### config.mk
export PLATFORM = sky130hd
export DESIGN_NAME = qce_front
export DESIGN_NICKNAME = d
export VERILOG_FILES = /design/src/design/qce_pkg.sv /design/src/design/qce_front.sv
export SDC_FILE = /design/constraint.sdc
export NUM_CORES = 1
export LEC_CHECK = 0
export BUFFER_PORTS_ARGS = -buffer_cell sky130_fd_sc_hd__buf_2
export CAP_MARGIN = 10
export CORE_ASPECT_RATIO = 0.8
export CORE_MARGIN = 2
export CORE_UTILIZATION = 35
export CTS_CLUSTER_DIAMETER = 30
export CTS_CLUSTER_SIZE = 24
export DETAILED_ROUTE_END_ITERATION = 10
export SLEW_MARGIN = 20
export SYNTH_ARGS = -nofsm -noshare
export SYNTH_HDL_FRONTEND = slang
export SYNTH_SLANG_ARGS = --single-unit
### constraint.sdc
create_clock -name clock -period 2.1 [get_ports clock]
set_input_delay 0.315 -clock clock [delete_from_list [all_inputs] [get_ports clock]]
set_output_delay 0.315 -clock clock [all_outputs]
set_load 0.005 [all_outputs]
### src/design/qce_pkg.sv
// ----------------------------------------------------------------------------
// qce_pkg
// Shared types, constants and saturating helpers of the quartic evaluator.
// ----------------------------------------------------------------------------
`timescale 1ns / 1ps
`default_nettype none

package qce_pkg;

   localparam int FRAC_BITS_DEF = 16;
   localparam int MAX_ORDER     = 4;

   localparam logic signed [63:0] ACC_MIN = {1'b1, {63{1'b0}}};
   localparam logic signed [63:0] ACC_MAX = {1'b0, {63{1'b1}}};

   // falling factorials k!/(k-j)! of the derivative of order j
   localparam logic [4:0] DFAC [0:4][0:4] = '{
      '{5'd1, 5'd0, 5'd0,  5'd0,  5'd0},
      '{5'd1, 5'd1, 5'd0,  5'd0,  5'd0},
      '{5'd1, 5'd2, 5'd2,  5'd0,  5'd0},
      '{5'd1, 5'd3, 5'd6,  5'd6,  5'd0},
      '{5'd1, 5'd4, 5'd12, 5'd24, 5'd24}
   };

   typedef enum logic [2:0] {
      CSR_START_POS = 3'd0,
      CSR_START_VEL = 3'd1,
      CSR_START_ACC = 3'd2,
      CSR_END_POS   = 3'd3,
      CSR_END_VEL   = 3'd4,
      CSR_HORIZON   = 3'd5
   } csr_index_type;

   typedef struct packed {
      logic [2:0]         deriv_order;
      logic signed [31:0] position;
   } req_type;

   typedef struct packed {
      logic signed [31:0] value;
      logic               overflow;
   } rsp_type;

   typedef struct packed {
      logic               zero;
      logic [2:0]         order;
      logic signed [31:0] position;
   } item_type;

   typedef struct packed {
      logic signed [31:0] start_pos;
      logic signed [31:0] start_vel;
      logic signed [31:0] start_acc;
      logic signed [31:0] end_pos;
      logic signed [31:0] end_vel;
      logic [30:0]        horizon;
   } cfg_type;

   typedef struct packed {
      logic signed [63:0] c3;
      logic signed [63:0] c4;
      logic               sat3;
      logic               sat4;
   } coef_type;

   typedef struct packed {
      logic signed [63:0] value;
      logic               sat;
   } sat_word_type;

   function automatic sat_word_type sadd(input logic signed [63:0] a,
                                         input logic signed [63:0] b);
      logic signed [64:0] sum;
      sat_word_type       r;
      sum = 65'(a) + 65'(b);
      if (sum[64] != sum[63]) begin
         r.sat   = 1'b1;
         r.value = sum[64] ? ACC_MIN : ACC_MAX;
      end else begin
         r.sat   = 1'b0;
         r.value = sum[63:0];
      end
      return r;
   endfunction

   function automatic sat_word_type smulk(input logic signed [63:0] a,
                                          input logic [4:0] k);
      logic signed [69:0] prod;
      sat_word_type       r;
      prod = 70'(a) * $signed({65'b0, k});
      if (prod[69:63] != {7{prod[63]}}) begin
         r.sat   = 1'b1;
         r.value = prod[69] ? ACC_MIN : ACC_MAX;
      end else begin
         r.sat   = 1'b0;
         r.value = prod[63:0];
      end
      return r;
   endfunction

   function automatic logic [63:0] mag64(input logic signed [63:0] a);
      return a[63] ? (~a + 64'd1) : a;
   endfunction

   function automatic sat_word_type from_mag(input logic neg, input logic [64:0] mag);
      logic [64:0]  lim;
      sat_word_type r;
      lim = neg ? {2'b01, {63{1'b0}}} : {2'b00, {63{1'b1}}};
      if (mag > lim) begin
         r.sat   = 1'b1;
         r.value = neg ? ACC_MIN : ACC_MAX;
      end else begin
         r.sat   = 1'b0;
         r.value = neg ? (~mag[63:0] + 64'd1) : mag[63:0];
      end
      return r;
   endfunction

   function automatic logic [4:0] dfac(input logic [2:0] row, input logic [2:0] k);
      logic [4:0] f;
      f = 5'd0;
      if (row <= 3'(MAX_ORDER) && k <= row) begin
         f = DFAC[row][k];
      end
      return f;
   endfunction

endpackage

`default_nettype wire

### src/design/qce_front.sv
// ----------------------------------------------------------------------------
// qce_front
// Query intake: registers and classifies each word, queues it for the back.
// ----------------------------------------------------------------------------
`timescale 1ns / 1ps
`default_nettype none

module qce_front (
   input  wire logic             clock,
   input  wire logic             reset,
   input  wire logic             accept,
   input  wire qce_pkg::req_type req,
   input  wire logic             pop,
   output logic                  head_valid,
   output qce_pkg::item_type     head,
   output logic                  full
);

   qce_pkg::item_type item_ff, item_in;
   logic              item_vld_ff;
   qce_pkg::item_type mem_ff [2];
   logic              wptr_ff, wptr_in, rptr_ff, rptr_in;
   logic [1:0]        cnt_ff, cnt_in;
   logic              push, take;

   always_comb begin
      item_in.zero     = req.deriv_order > 3'(qce_pkg::MAX_ORDER);
      item_in.order    = req.deriv_order;
      item_in.position = req.position;
      push    = item_vld_ff;
      take    = pop && (cnt_ff != 2'd0);
      wptr_in = wptr_ff ^ push;
      rptr_in = rptr_ff ^ take;
      cnt_in  = cnt_ff + {1'b0, push} - {1'b0, take};
   end

   always_ff @(posedge clock) begin
      if (reset) begin
         item_vld_ff <= 1'b0;
         wptr_ff     <= 1'b0;
         rptr_ff     <= 1'b0;
         cnt_ff      <= 2'd0;
      end else begin
         item_vld_ff <= accept;
         wptr_ff     <= wptr_in;
         rptr_ff     <= rptr_in;
         cnt_ff      <= cnt_in;
      end
   end

   always_ff @(posedge clock) begin
      item_ff <= item_in;
      if (push) begin
         mem_ff[wptr_ff] <= item_ff;
      end
   end

   assign head_valid = cnt_ff != 2'd0;
   assign head       = mem_ff[rptr_ff];
   assign full       = cnt_ff == 2'd2;

endmodule

`default_nettype wire

== Word level (Yosys, flattened, before mapping) ==
Memories as Yosys holds them, arrays and structs flattened. A register that Yosys moved wholly into a read port is not among the register bits.
Cells that the tools add are included.

* Bits in registers: 41
* RAM bits: 72
* Bits of input ports: 39
* Output and inout bits: 38
* Word-level logic and storage cells: 19
* Memories kept: 1

{| class="wikitable"
|+ Memories
! memory !! words !! bits a word !! rd ports !! clocked after memory_dff !! wr ports !! RTL line !! source
|-
| mem_ff || 2 || 36 || 1 || 1 || 1 || qce_front.sv:21 || <nowiki>qce_pkg::item_type mem_ff [2];</nowiki>
|}

* Add/subtract/negate cells: 2
* Order comparisons: 1
* Equality and inequality tests: 1
* Multiplexer cells: 3
* Bitwise logic cells: 2
* Reductions and logical operators: 2

{| class="wikitable"
|+ Operators by type and width
! kind !! count
|-
| greater-than comparator 3 bit (second input constant) || 1
|-
| 2-to-1 mux 1 bit || 3
|-
| adder 2 x 1 -> 2 bit || 1
|-
| equality test 2 bit (second input constant) || 1
|-
| nonzero test 2 bit || 1
|-
| subtractor 2 x 1 -> 2 bit || 1
|-
| XOR 1 bit || 2
|-
| logical AND 1 bit || 1
|}

== Longest topological paths before layout ==
* Word-level depth: 4
* Gate-level depth with buffers: 6
* Depth with buffers taken out: 6

== Least setup slack after synthesis ==
No wires, ideal clock.

* Kind: register -> register
* Start point: register item_vld_ff
* End point: memory mem_ff[0][0] (netlist bit), enable pin
* Library setup time: 397 ps
* Data arrival time: 1278 ps
* Data required time: 1703 ps
* Setup slack: 425 ps
* Cell stages (with the launch flop): 2
* Path buffers: 0
* Period minus slack after synthesis: 1675 ps
* Cells stage by stage: dfxtp_1 -> ha_1

* Longest elaborated chain between the ends: 2

{| class="wikitable"
|+ RTL lines
! element !! RTL line !! source
|-
| start: declaration || qce_front.sv:20 || <nowiki>logic item_vld_ff;</nowiki>
|-
| start signal: assignment || qce_front.sv:44 || <nowiki>item_vld_ff <= accept;</nowiki>
|-
| 2-to-1 mux 1 bit || qce_front.sv:53 || <nowiki>if (push) begin</nowiki>
|-
| 2-to-1 mux 1 bit (implied by the code) || qce_front.sv:54 || <nowiki>mem_ff[wptr_ff] <= item_ff;</nowiki>
|-
| end: declaration || qce_front.sv:21 ||
|}

Every way passes these cells.

==> key figures <==
CTS
  – Worst skew pair latency: 400 ps
  – TritonCTS Buffers: 17
  – CTS root buf: clkbuf_16
  – TritonCTS clock tree: built
  – Worst-path clk slew: 50 ps
  – H-tree depth: 4
  – Clk sinks: 113
  – Post-CTS setup buffers: 0
  – Clock tree buffer depth: 2

Flow run
  – Max-cap violations: 0

Setup path
  – Worst EP required: 1780 ps
  – Setup Crit Path Kind: flop to primary output
  – Critical path arrival: 1570 ps
  – Cells on worst reg2reg path: 6
  – Crit start category: flop
  – Critical path endpoint category: primary output
  – R2r setup slk: 730 ps
  – Crit-path max FO: 14

Timing
  – # setup viols final: 0
  – Setup TNS: 0 ps
  – Worst-Margin Slew: 323 ps
  – RSZ-0062 raised after global routing: false
  – Setup WS post-layout: 215 ps
  – Max transition margin: 78.4%
  – Final Critical Period: 1890 ps
  – Final hold vios: 0
  – Max Clock Skew: 10.1 ps
  – Peak Freq: 530 MHz
  – Max-slew violation count: 0
  – Final Cycle Share: 89.8%

Place
  – PortBufs: 76
  – Global placement routability congestion: 0.601
  – Placement Setup Slack: 480 ps
  – DP Wirelength: 3640 microns
  – Inst Count DP: 386

Finish
  – Multi-input gate area: 552 sq um
  – Layout cells sized above 1: 49.3%
  – # fillers: 808
  – Final std cells w/o fill: 440
  – Layout Nets: 334
  – Ant diodes: 0
  – Fin util: 50.8%
  – Reg area: 0.00299 sq mm
  – Area growth from synthesis to layout: 39.1%

Synth
  – Ys async rst share: 0%
  – Synth Cell Area: 0.00358 sq mm
  – Synth Register Bits: 113
  – Net Count, Synth: 215
  – Yosys top cell area share: 60.4%
  – Synth area leader: edfxtp_1
  – Synth Area per Inst: 20.8 sq um
  – Most common flop cell mapped by yosys: edfxtp_1
  – Seq/Total Area, Yosys: 83.3%
  – Count leader, synth: edfxtp_1
  – Ys Warns: 0
  – Unique masters post-synth: 12
  – Commonest cells post-synth: 72 x edfxtp_1, 41 x dfxtp_1, 37 x mux2_2
  – Mapped Cells: 172
  – Post-synth EDFFs: 72
  – Synth top area cells: edfxtp_1 60%, dfxtp_1 23%, mux2_2 12%, ha_1 1.4%, buf_6 0.94%

Power and ir drop
  – Pwr dens: 1240 mW/mm^2
  – VDD IR-drop max: 731 uV
  – Combinational share of power: 12.1%
  – NetSw: 0.00127 W
  – Switching part of the total: 20.5%
  – Seq pwr share: 41.6%
  – Pwr Total: 0.00618 W
  – Clk pwr share: 46.3%
  – Leak: 1.94 nW
  – Internal power: 0.00492 W

Floorplanning
  – Die Area: 0.0111 sq mm
  – # rows: 32
  – Die Wd: 117 microns
  – Die H: 94.5 microns
  – CORE AREA: 0.00981 sq mm
  – I/O pin count: 77
  – Initial Util: 36.5%

Hold path
  – Worst hold path depth: 1
  – Hold Path Class: primary input to flop

Global routing
  – Total global routing overflow: 0
  – Gr usage total: 11.8%
  – Vias in the first global route: 1878
  – First-pass GRT wire length: 9150 microns
  – Largest net degree at the start of global routing: 22
  – Initial antenna violation count: 0

Routing
  – DRC errors left: 0
  – Aggregate routed wire length: 5900 microns
  – DR WL/cell: 13.4 microns
  – Pre-antenna DRT Iters: 4
  – Post-DRT Antenna Nets: 0
  – Vias: 1832
  – Via density: 4.16
  – DRT iter0 DRCs: 88

Run status
  – Status: finished, final reports clean
-- worst max-delay path: stages, from the launching register on --
cell	delay (ps)
dfxtp_4	470
buf_4	220
mux2_2	360
buf_2	130
-- layer usage --
| layer | vias to the layer above | GRT usage, % | wire length [microns] |
|---|---|---|---|
| met5 | - | 0 | 0 |
| met4 | 0 | 5.59 | 14 |
| met3 | 2 | 6.48 | 332 |
| met2 | 61 | 17.9 | 2890 |
| met1 | 887 | 13.7 | 2670 |
| li1 | 882 | - | - |
-- through the flow --
step	hold slack [ps]	area (sq um)
after floorplan	343	3580
after global placement	405	4160
after detailed placement	411	4160
after CTS	0.949	4850
after global routing	0.412	4980
final	23.3	4980
-- repair_timing --
item / CTS / global route
hold buffers: 9 / 13
hold endpoints to repair: 9 / 13
resized for setup: 0 / 1
setup endpoints to repair: 0 / 8
-- registers in the layout (all words and copies together) (netlist names) --
register / flops
cnt_ff: 2
item_ff: 36
item_vld_ff: 1
mem_ff: 72
rptr_ff: 1
wptr_ff: 1
-- path summary, 6_finish.rpt --
kind | to | from
max | head[35] | rptr_ff$_SDFF_PP0_
min | item_ff[14]$_DFF_P_ | req[14]
max reg2reg | cnt_ff[1]$_SDFF_PP0_ | cnt_ff[0]$_SDFF_PP0_
min reg2reg | mem_ff[0][7]$_DFFE_PP_ | item_ff[7]$_DFF_P_
-- power groups by stage --
stage	clock network (W)	registers [W]	logic [W]
finish	0.00287	0.00257	0.000747
global route	0.00306	0.00259	0.000828
CTS	0.00294	0.00257	0.000747
detailed placement	0	0.00262	0.000731
global placement	0	0.00261	0.000725
floorplan	0	0.00256	0.000491
-- layout make-up --
class,count,share of cell area (%)
timing repair buffer,104,13.2
clock inverter,12,3.32
multi-input combinational,52,11.1
inverter,3,0.226
tap,136,3.42
sequential,113,60.0
clock buffer,20,8.77
-- logic make-up after synthesis --
group | after synthesis | synth area share [%]
and+or+nand+nor | 8 | 1.19
xor gates and xnor gates | 1 | 0.629
muxes | 37 | 11.6
AOI/OAI and AO/OA | 2 | 0.419
buffers and inverters | 7 | 1.40
DFF | 113 | 83.3
adders and majority gates | 4 | 1.40
-- placed cells by master (no fill, tap or decap), drive strengths merged --
cell type / n
nor2b: 4
clkinv: 8
mux2: 37
dfxtp: 41
nor2: 3
xnor3: 1
o21a: 2
bufinv: 4
or2: 1
dlygate4sd3: 22
inv: 3
edfxtp: 72
buf: 82
ha: 4
clkbuf: 20
No activity file was read; power rests on OpenSTA's default activity.
