===== src/design/qce_pkg.sv =====
// ----------------------------------------------------------------------------
// qce_pkg
// Shared types, constants and saturating helpers of the quartic evaluator.
// ----------------------------------------------------------------------------
`timescale 1ns / 1ps
`default_nettype none

package qce_pkg;

   localparam int FRAC_BITS_DEF = 16;
   localparam int MAX_ORDER     = 4;

   localparam logic signed [63:0] ACC_MIN = {1'b1, {63{1'b0}}};
   localparam logic signed [63:0] ACC_MAX = {1'b0, {63{1'b1}}};

   // falling factorials k!/(k-j)! of the derivative of order j
   localparam logic [4:0] DFAC [0:4][0:4] = '{
      '{5'd1, 5'd0, 5'd0,  5'd0,  5'd0},
      '{5'd1, 5'd1, 5'd0,  5'd0,  5'd0},
      '{5'd1, 5'd2, 5'd2,  5'd0,  5'd0},
      '{5'd1, 5'd3, 5'd6,  5'd6,  5'd0},
      '{5'd1, 5'd4, 5'd12, 5'd24, 5'd24}
   };

   typedef enum logic [2:0] {
      CSR_START_POS = 3'd0,
      CSR_START_VEL = 3'd1,
      CSR_START_ACC = 3'd2,
      CSR_END_POS   = 3'd3,
      CSR_END_VEL   = 3'd4,
      CSR_HORIZON   = 3'd5
   } csr_index_type;

   typedef struct packed {
      logic [2:0]         deriv_order;
      logic signed [31:0] position;
   } req_type;

   typedef struct packed {
      logic signed [31:0] value;
      logic               overflow;
   } rsp_type;

   typedef struct packed {
      logic               zero;
      logic [2:0]         order;
      logic signed [31:0] position;
   } item_type;

   typedef struct packed {
      logic signed [31:0] start_pos;
      logic signed [31:0] start_vel;
      logic signed [31:0] start_acc;
      logic signed [31:0] end_pos;
      logic signed [31:0] end_vel;
      logic [30:0]        horizon;
   } cfg_type;

   typedef struct packed {
      logic signed [63:0] c3;
      logic signed [63:0] c4;
      logic               sat3;
      logic               sat4;
   } coef_type;

   typedef struct packed {
      logic signed [63:0] value;
      logic               sat;
   } sat_word_type;

   function automatic sat_word_type sadd(input logic signed [63:0] a,
                                         input logic signed [63:0] b);
      logic signed [64:0] sum;
      sat_word_type       r;
      sum = 65'(a) + 65'(b);
      if (sum[64] != sum[63]) begin
         r.sat   = 1'b1;
         r.value = sum[64] ? ACC_MIN : ACC_MAX;
      end else begin
         r.sat   = 1'b0;
         r.value = sum[63:0];
      end
      return r;
   endfunction

   function automatic sat_word_type smulk(input logic signed [63:0] a,
                                          input logic [4:0] k);
      logic signed [69:0] prod;
      sat_word_type       r;
      prod = 70'(a) * $signed({65'b0, k});
      if (prod[69:63] != {7{prod[63]}}) begin
         r.sat   = 1'b1;
         r.value = prod[69] ? ACC_MIN : ACC_MAX;
      end else begin
         r.sat   = 1'b0;
         r.value = prod[63:0];
      end
      return r;
   endfunction

   function automatic logic [63:0] mag64(input logic signed [63:0] a);
      return a[63] ? (~a + 64'd1) : a;
   endfunction

   function automatic sat_word_type from_mag(input logic neg, input logic [64:0] mag);
      logic [64:0]  lim;
      sat_word_type r;
      lim = neg ? {2'b01, {63{1'b0}}} : {2'b00, {63{1'b1}}};
      if (mag > lim) begin
         r.sat   = 1'b1;
         r.value = neg ? ACC_MIN : ACC_MAX;
      end else begin
         r.sat   = 1'b0;
         r.value = neg ? (~mag[63:0] + 64'd1) : mag[63:0];
      end
      return r;
   endfunction

   function automatic logic [4:0] dfac(input logic [2:0] row, input logic [2:0] k);
      logic [4:0] f;
      f = 5'd0;
      if (row <= 3'(MAX_ORDER) && k <= row) begin
         f = DFAC[row][k];
      end
      return f;
   endfunction

endpackage

`default_nettype wire


===== src/design/qce_div.sv =====
// ----------------------------------------------------------------------------
// qce_div
// Bit-serial divider: v * 2^FRAC_BITS / h, rounded, saturated to 64 bits.
// ----------------------------------------------------------------------------
`timescale 1ns / 1ps
`default_nettype none

module qce_div #(
   parameter int FRAC_BITS = qce_pkg::FRAC_BITS_DEF
) (
   input  wire logic               clock,
   input  wire logic               reset,
   input  wire logic               go,
   input  wire logic signed [63:0] dividend,
   input  wire logic [30:0]        divisor,
   output logic                    done,
   output qce_pkg::sat_word_type   result
);

   localparam int STEPS = 64 + FRAC_BITS;
   localparam int CNT_W = $clog2(STEPS);

   logic             run_ff, run_in, fin_ff, fin_in;
   logic [CNT_W-1:0] cnt_ff, cnt_in;
   logic [63:0]      num_ff, num_in, quo_ff, quo_in;
   logic [31:0]      rem_ff, rem_in;
   logic             big_ff, big_in, neg_ff, neg_in;

   logic [31:0] rem_sh;
   logic        ge;
   logic        rnd;
   logic [64:0] quo_r;

   always_comb begin
      rem_sh = {rem_ff[30:0], num_ff[63]};
      ge     = rem_sh >= {1'b0, divisor};
      run_in = run_ff;
      fin_in = 1'b0;
      cnt_in = cnt_ff;
      num_in = num_ff;
      quo_in = quo_ff;
      rem_in = rem_ff;
      big_in = big_ff;
      neg_in = neg_ff;
      if (go) begin
         run_in = 1'b1;
         cnt_in = '0;
         num_in = qce_pkg::mag64(dividend);
         neg_in = dividend[63];
         quo_in = '0;
         rem_in = '0;
         big_in = 1'b0;
      end else if (run_ff) begin
         num_in = {num_ff[62:0], 1'b0};
         rem_in = ge ? (rem_sh - {1'b0, divisor}) : rem_sh;
         big_in = big_ff | quo_ff[63];
         quo_in = {quo_ff[62:0], ge};
         cnt_in = cnt_ff + CNT_W'(1);
         if (cnt_ff == CNT_W'(STEPS - 1)) begin
            run_in = 1'b0;
            fin_in = 1'b1;
         end
      end
   end

   always_ff @(posedge clock) begin
      if (reset) begin
         run_ff <= 1'b0;
         fin_ff <= 1'b0;
         cnt_ff <= '0;
      end else begin
         run_ff <= run_in;
         fin_ff <= fin_in;
         cnt_ff <= cnt_in;
      end
   end

   always_ff @(posedge clock) begin
      num_ff <= num_in;
      quo_ff <= quo_in;
      rem_ff <= rem_in;
      big_ff <= big_in;
      neg_ff <= neg_in;
   end

   // round half up on the remainder unless the quotient is already past range
   always_comb begin
      rnd   = (quo_ff <= {1'b1, 63'b0}) && ({1'b0, rem_ff, 1'b0} >= {3'b0, divisor});
      quo_r = {1'b0, quo_ff} + {64'b0, rnd};
      if (big_ff) begin
         result.sat   = 1'b1;
         result.value = neg_ff ? qce_pkg::ACC_MIN : qce_pkg::ACC_MAX;
      end else begin
         result = qce_pkg::from_mag(neg_ff, quo_r);
      end
   end

   assign done = fin_ff;

endmodule

`default_nettype wire


===== src/design/qce_fit.sv =====
// ----------------------------------------------------------------------------
// qce_fit
// Coefficient fit sequencer: forms c3 and c4 by repeated division by T.
// ----------------------------------------------------------------------------
`timescale 1ns / 1ps
`default_nettype none

module qce_fit #(
   parameter int FRAC_BITS = qce_pkg::FRAC_BITS_DEF
) (
   input  wire logic             clock,
   input  wire logic             reset,
   input  wire logic             restart,
   input  wire qce_pkg::cfg_type cfg,
   output qce_pkg::coef_type     coef,
   output logic                  busy
);

   typedef enum logic [2:0] {
      FIT_IDLE = 3'b001,
      FIT_RUN  = 3'b010,
      FIT_WAIT = 3'b100
   } fit_state_type;

   localparam logic [3:0] STEP_C3_FIRST = 4'd0;
   localparam logic [3:0] STEP_C3_VEL   = 4'd1;
   localparam logic [3:0] STEP_C3_ACC   = 4'd3;
   localparam logic [3:0] STEP_C3_LAST  = 4'd4;
   localparam logic [3:0] STEP_C4_FIRST = 4'd5;
   localparam logic [3:0] STEP_C4_VEL   = 4'd6;
   localparam logic [3:0] STEP_C4_ACC   = 4'd8;
   localparam logic [3:0] STEP_C4_LAST  = 4'd10;

   fit_state_type      state_ff, state_in;
   logic               pend_ff, pend_in;
   logic [3:0]         step_ff, step_in;
   logic signed [63:0] s_ff, s_in;
   logic               flag_ff, flag_in;
   qce_pkg::coef_type  coef_ff, coef_in;

   logic signed [63:0] x0, v0, a0, x1, v1, d;
   logic signed [63:0] first_c3, first_c4, addend, dividend;
   logic [30:0]        divisor;
   logic               go, done;
   qce_pkg::sat_word_type quo, sum;

   always_comb begin
      x0 = 64'(cfg.start_pos);
      v0 = 64'(cfg.start_vel);
      a0 = 64'(cfg.start_acc);
      x1 = 64'(cfg.end_pos);
      v1 = 64'(cfg.end_vel);
      d  = x1 - x0;
      first_c3 = d <<< (FRAC_BITS + 2);
      first_c4 = (-(d * 64'sd3)) <<< FRAC_BITS;
      divisor  = (cfg.horizon == '0) ? 31'd1 : cfg.horizon;
      unique case (step_ff)
         STEP_C3_VEL: addend = (-(v0 * 64'sd3 + v1)) <<< FRAC_BITS;
         STEP_C3_ACC: addend = (-a0) <<< FRAC_BITS;
         STEP_C4_VEL: addend = (v0 * 64'sd2 + v1) <<< FRAC_BITS;
         default:     addend = a0 <<< (FRAC_BITS - 1);
      endcase
      priority if (step_ff == STEP_C3_FIRST) dividend = first_c3;
      else if (step_ff == STEP_C4_FIRST)     dividend = first_c4;
      else                                   dividend = s_ff;
      sum = qce_pkg::sadd(s_ff, addend);
   end

   qce_div #(.FRAC_BITS(FRAC_BITS)) u_div (
      .clock    (clock),
      .reset    (reset),
      .go       (go),
      .dividend (dividend),
      .divisor  (divisor),
      .done     (done),
      .result   (quo)
   );

   always_comb begin
      state_in = state_ff;
      pend_in  = pend_ff;
      step_in  = step_ff;
      s_in     = s_ff;
      flag_in  = flag_ff;
      coef_in  = coef_ff;
      go       = 1'b0;
      unique case (state_ff)
         FIT_IDLE: begin
            if (pend_ff) begin
               pend_in  = 1'b0;
               step_in  = STEP_C3_FIRST;
               state_in = FIT_RUN;
            end
         end
         FIT_RUN: begin
            if (step_ff == STEP_C3_VEL || step_ff == STEP_C3_ACC ||
                step_ff == STEP_C4_VEL || step_ff == STEP_C4_ACC) begin
               s_in    = sum.value;
               flag_in = flag_ff | sum.sat;
               step_in = step_ff + 4'd1;
            end else begin
               go       = 1'b1;
               state_in = FIT_WAIT;
               if (step_ff == STEP_C3_FIRST || step_ff == STEP_C4_FIRST) begin
                  flag_in = 1'b0;
               end
            end
         end
         FIT_WAIT: begin
            if (done) begin
               s_in    = quo.value;
               flag_in = flag_ff | quo.sat;
               if (step_ff == STEP_C3_LAST) begin
                  coef_in.c3   = quo.value;
                  coef_in.sat3 = flag_ff | quo.sat;
               end
               if (step_ff == STEP_C4_LAST) begin
                  coef_in.c4   = quo.value;
                  coef_in.sat4 = flag_ff | quo.sat;
                  state_in     = FIT_IDLE;
               end else begin
                  step_in  = step_ff + 4'd1;
                  state_in = FIT_RUN;
               end
            end
         end
         default: state_in = FIT_IDLE;
      endcase
      // a register write mid-fit starts the fit over
      if (restart) begin
         pend_in  = 1'b1;
         state_in = FIT_IDLE;
      end
   end

   always_ff @(posedge clock) begin
      if (reset) begin
         state_ff <= FIT_IDLE;
         pend_ff  <= 1'b1;
         step_ff  <= STEP_C3_FIRST;
      end else begin
         state_ff <= state_in;
         pend_ff  <= pend_in;
         step_ff  <= step_in;
      end
   end

   always_ff @(posedge clock) begin
      s_ff    <= s_in;
      flag_ff <= flag_in;
      coef_ff <= coef_in;
   end

   assign coef = coef_ff;
   assign busy = (state_ff != FIT_IDLE) || pend_ff;

endmodule

`default_nettype wire


===== config.mk =====
export PLATFORM = sky130hd
export DESIGN_NAME = qce_fit
export DESIGN_NICKNAME = d
export VERILOG_FILES = /design/src/design/qce_pkg.sv /design/src/design/qce_div.sv /design/src/design/qce_fit.sv
export SDC_FILE = /design/constraint.sdc
export NUM_CORES = 2
export LEC_CHECK = 0
export ABC_AREA = 1
export BUFFER_PORTS_ARGS = -buffer_cell sky130_fd_sc_hd__buf_4
export CORE_MARGIN = 8
export CORE_UTILIZATION = 40
export CTS_CLUSTER_DIAMETER = 100
export DETAILED_ROUTE_END_ITERATION = 16
export SLEW_MARGIN = 20
export SYNTH_ARGS = -nofsm -noshare
export SYNTH_HDL_FRONTEND = slang
export SYNTH_SLANG_ARGS = --single-unit

===== constraint.sdc =====
create_clock -name clock -period 21.6 [get_ports clock]
set_input_delay 2.16 -clock clock [delete_from_list [all_inputs] [get_ports clock]]
set_output_delay 2.16 -clock clock [all_outputs]
set_load 0.01 [all_outputs]

-- Word level (Yosys, flattened, before mapping)
Index checks and enable logic that the tools add are counted.
- muxes and demuxes: 38
- bitwise logic cells: 6
- multiply operators: 2
- eq/ne operators: 19
- reduce and logical (&&, ||, !) cells: 20
- $lt $le $gt $ge: 4
- add/sub/neg operators: 13
- operator list (operator ; count):
    two-way mux 64 bit ; 11
    two-way mux 65 bit ; 3
    one-hot mux 64 bit (3 select lines) ; 1
    adder 64 x 1 -> 64 bit, second input constant ; 2
    NOT 64 bit ; 2
    one-hot mux 64 bit (2 select lines) ; 1
    negator 36 -> 48 bit ; 2
    adder 64 x 1 -> 65 bit ; 1
    adder 64 x 64 -> 65 bit ; 1
    > comparator 65 bit ; 1
    <= comparator 64 bit, second input constant ; 1
    negator 32 -> 48 bit ; 1
    adder 35 x 32 -> 36 bit ; 1
    multiplier 33 x 3 -> 36 bit, second input constant ; 1
    multiplier 32 x 3 -> 35 bit, second input constant ; 1
    adder 33 x 32 -> 34 bit ; 1
    >= comparator 33 x 31 -> 1 bit ; 1
    subtractor 32 x 32 -> 33 bit ; 1
    >= comparator 32 x 31 -> 1 bit ; 1
    two-way mux 32 bit ; 1
    subtractor 32 x 31 -> 32 bit ; 1
    zero test 31 bit ; 1
    two-way mux 31 bit ; 1
    two-way mux 4 bit ; 4
    32 further kinds ; 60
- input bits: 194
- logic and storage cells: 119
- flip-flop bits (word level): 374

-- Logic depth before layout (Yosys ltp)
- depth in word-level cells: 13
- depth in mapped cells: 47

-- Hierarchy
From an unflattened synthesis, not the netlist that was laid out.
- cells, all modules: 6771
- area total of the unflattened synthesis: 42433.2 µm²
- modules (own cells, without submodules) (module ; instances ; cells an instance ; area each (µm²) ; sequential area each (µm²)):
    qce_fit ; 1 ; 4057 ; 25784.7 ; 6015.8
    qce_div ; 1 ; 2714 ; 16648.5 ; 4073.9

-- Worst setup path after synthesis
OpenSTA, ideal clock, no wires.
- path kind: input-to-reg
- from: input port cfg[130] (netlist bit)
- to: register s_ff[0] (enable)
- required time: 21.194 ns
- arrival: 8.878 ns
- slack: 12.315 ns
- stages: 40
- path buffers: 2
- path through: inv_1 > ha_1 > inv_1 > ha_1 > inv_1 > fa_1 > ha_1 > nand3_1 > a31oi_1 > nor2_1 > o21ai_0 > a21oi_1 > o21ai_0 > inv_1 > o21ai_0 > nand2_1 > nand2_1 > nand2_1 > [... 4 more ...] > ha_1 > nand2_1 > nor2_1 > inv_1 > nor2_1 > inv_1 > nor4_1 > nand3_1 > nand3_1 > nand3_1 > o211ai_1 > xor2_1 > ha_1 > clkbuf_1 > clkinv_1 > clkbuf_1 > nor2_1 > nor3_1
- RTL lines (item ; RTL line ; source):
    start, declared ; qce_fit.sv:14 ; input wire qce_pkg::cfg_type cfg,
    end signal, assigned ; qce_fit.sv:149 ; s_ff <= s_in;
    end, declared ; qce_fit.sv:37 ; logic signed [63:0] s_ff, s_in;

-- Worst setup path after layout
- from: input port cfg[131] (netlist bit)
- to: register s_ff[15], data pin
- word-level cells in the longest chain between the ends: 9
- elaborated cells between the ends (all ways): 11
- those cells by class: 4 x add/sub; 1 x mul; 1 x eq/ne; 5 x mux
- ends and longest elaborated chain (item ; RTL line ; source):
    multiplier 32 x 3 -> 35 bit ; qce_fit.sv:58 ; STEP_C3_VEL: addend = (-(v0 * 64'sd3 + v1)) <<< FRAC_BITS;
    adder 35 x 32 -> 36 bit ; qce_fit.sv:58 ;
    negator 36 -> 48 bit ; qce_fit.sv:58 ;
    one-hot mux 64 bit (3 select lines) * ; qce_fit.sv:57 ; unique case (step_ff)
    adder 64 x 64 -> 65 bit * ; qce_pkg.sv:75 ; sum = 65'(a) + 65'(b);
    two-way mux 64 bit or != test 1 bit (tied branches) ; qce_pkg.sv:78, qce_pkg.sv:76 ;
    two-way mux 65 bit * ; qce_pkg.sv:76 ; if (sum[64] != sum[63]) begin
    two-way mux 64 bit * ; qce_fit.sv:96 ; if (step_ff == STEP_C3_VEL || step_ff == STEP_C3_ACC ||
    one-hot mux 64 bit (2 select lines) * ; qce_fit.sv:87 ; unique case (state_ff)
    via s_in[15] ; qce_fit.sv:37 ;
The timed path passes the listed nets; every way through them passes the cells marked *. The select of a mux whose other input is x is not followed.
A chain may end at the register's enable or synchronous reset.

==> results.yml <==
synth:
  avgSynthCellArea_um2: 6.32
  post-synth-top-area-cell: "edfxtp_1"
  synth_ff_type: "edfxtp_1"
  synth_edf_count: 260
  async_reset_ff_share_pct: 0
  synth_top_area_share_pct: 18.3
  synth_cell_type_count: 66
  synth_seq_cells: 374
  yosysSeqAreaShare_pct: 23.7
  syn_inst: 6731
  yosysWarnings: 0
  syn-cell-area_um2: 42600
  synth_nets: 7371
  ys_top_cells_by_area: "edfxtp_1 (18%), nand2_1 (17%), ha_1 (12%)"
clock_tree:
  cts_setup_buffers: 0
  cts-root-buf: "clkbuf_16"
  htreeDepth: 2
  cts_tree: "done"
  cts-resized-gates: 0
  insertion_delay_ns: 0.62
  cts-buffers-inserted: 46
  cts.sinks: 374
  clk_pin_slew_ns: 0.06
  cts.path.max_buffers: 3
  cts_hold_buf: 0
detailed_routing:
  final_antenna_net_count: 0
  drc_errors: 0
  wire_per_inst_um: 20.1
  num_vias: 45100
  drt_wl_total_mm: 169
  drt_iter0_drc: 3925
  avgViaCountPerCell: 5.34
  drt_first_pass_iters: 5
grt:
  overflow: 0
  grt_max_degree: 79
  grt_pass1_vias: 43700
  grt_pass1_wl_mm: 257
  antenna_found_initial: 1
  grtUsageTotal_pct: 27.9
final_layout:
  layout.nets: 7651
  final_common_cell: "nand2_1"
  area_growth_pct: 12.5
  final_cell_mix: "nand2_1 (1,945), inv_1 (1,156), nor2_1 (626), nand3_1 (463), ha_1 (409)"
  drive_above_1_share_pct: 8.52
  diodes: 0
sta:
  rsz0062_at_grt: "false"
  hold_viol_final: 0
  finalWorstSetupSlack_ns: 11.67
  worst_clock_skew_ns: 0.0194
  setup_viol_count_final: 0
  holdWs_ns: 0.448
  drv_slew: 0
  post-route-min-period_ns: 9.93
  tns_ns: 0
  slew_headroom_pct: 35.7
  worst_pin_slew_ns: 0.961
  timing.final.crit_share_pct: 46.0
  fmax_mhz: 101
floorplan:
  num_rows: 119
  die_area_um2: 117000
  die_x_um: 342
  initial_core_util_pct: 40.4
  io_pins: 325
  core_um2: 105000
  die_h_um: 342
power_and_ir_drop:
  power_density_nw_per_um2: 93.9
  power.leakage_nw: 24.1
  totalPowerFinal_mw: 4.49
  vdd_ir_drop_max_mv: 0.0781
flow_run:
  max_cap_viol_count: 0
worst_setup_path:
  crit_top_cell: "inv_1"
  cp_max_fo: 26
  startpoint_type: "input port"
  cp.arrival_ns: 10.38
  critPathKind: "input port to flop"
  critPathMaxStageDelay_ns: 0.78
  cp_slowest_cell: "nor2_1"
  cp-end-kind: "flop"
  cp.required_ns: 22.05
place:
  gp_congestion: 1.04
  dpl.hpwl_mm: 141
  port_buffers: 324
  dp_slack_ns: 11.40
worst_hold_path:
  min-delay-path-class: "flop to flop"
status:
  status: "completed"
==> flip-flops by register name (all words and copies together), names as in the netlist, 3 cells and up <==
signal        count
s_ff             64
u_div.quo_ff     64
u_div.rem_ff     32
coef            130
u_div.cnt_ff      7
step_ff           4
state_ff          3
u_div.num_ff     64
==> cell type report <==
class | instances | area [µm²]
clock buffers | 60 | 1250
clock inverters | 21 | 211
fillers | 11400 | 57600
inverters | 1195 | 4490
multi-input cells | 5036 | 27400
flip-flops and latches | 374 | 10100
well taps | 1391 | 1740
repair buffers | 358 | 2690
==> critical path: cells and delay by family <==
kind                     cells  cell delay [ns]
adder cells (fa/ha/maj)      6             2.02
AND/OR/NAND/NOR             17             3.01
AO/OA/AOI/OAI                7             2.17
XOR/XNOR                     1             0.19
buffers and inverters        9             0.82
==> path summary, 6_finish.rpt <==
kind	start	end	slack (ns)	cells after the start
worst min register to register	pend_ff	pend_ff	0.45	2
worst max register to register	u_div.rem_ff[3]	s_ff[30]	13.77	37
worst max-delay path	cfg[131]	s_ff[15]	11.67	40
worst min-delay path	pend_ff	pend_ff	0.45	2
==> metal layers <==
metal / vias to the layer above / routed length, µm / share of wire, % / global-route usage, %
li1: 22400 / - / - / -
met1: 20700 / 71700 / 42 / 35.5
met2: 1589 / 78000 / 46 / 47.2
met3: 315 / 11100 / 6.6 / 3.80
met5: - / 0 / 0 / 0
met4: 0 / 8540 / 5.0 / 12.2
==> Yosys cell counts, types with 5 or more instances <==
master and n:
or2_2 44, nand3b_1 28, o2111ai_1 5, o21bai_1 21, edfxtp_1 260, o21ai_2 5
nor2_4 12, clkbuf_1 67, buf_4 5, a211oi_1 7, inv_1 1158, dfxtp_1 114
buf_2 36, o21a_1 15, o22ai_1 66, nand2_2 21, nand3_1 464, a21oi_1 391
o21ai_0 317, nor4_1 45, nor3_2 7, o221ai_1 5, clkinv_1 6, nand4_1 109
o211ai_1 28, a21o_1 16, a31oi_1 42, and2_1 7, nand2_1 1947, fa_1 37
nor3_1 74, nor2_1 628, xor2_1 111, buf_1 7, o21ai_1 51, a21boi_0 7
xnor2_1 40, ha_1 409, inv_2 31, nor2_2 22, buf_6 11
==> power by group <==
part / switching (mW) / internal [mW] / leakage (nW) / total [mW]
Clock: 0.330 / 0.436 / 0.710 / 0.766
Sequential: 0.110 / 0.911 / 3.28 / 1.02
Combinational: 1.89 / 0.813 / 20.1 / 2.71
==> cell families after synthesis <==
kind of cell / count (synthesis) / share of synthesized area, %
AO/OA/AOI/OAI: 1002 / 13.0
XOR/XNOR: 154 / 3.22
buffers and inverters: 1321 / 12.0
AND/OR/NAND/NOR: 3434 / 34.3
flip-flops: 374 / 23.7
adder cells (fa/ha/maj): 446 / 13.8
==> through the flow <==
step | cells | area, µm² | utilization, %
global route | 8435 | 47900 | 45.4
global placement | 8354 | 46400 | 44.0
CTS | 8435 | 47900 | 45.4
detailed placement | 8354 | 46400 | 44.0
floorplan | 6731 | 42600 | -
finish | 8435 | 47900 | 45.4
No activity file was read; power rests on OpenSTA's default activity.
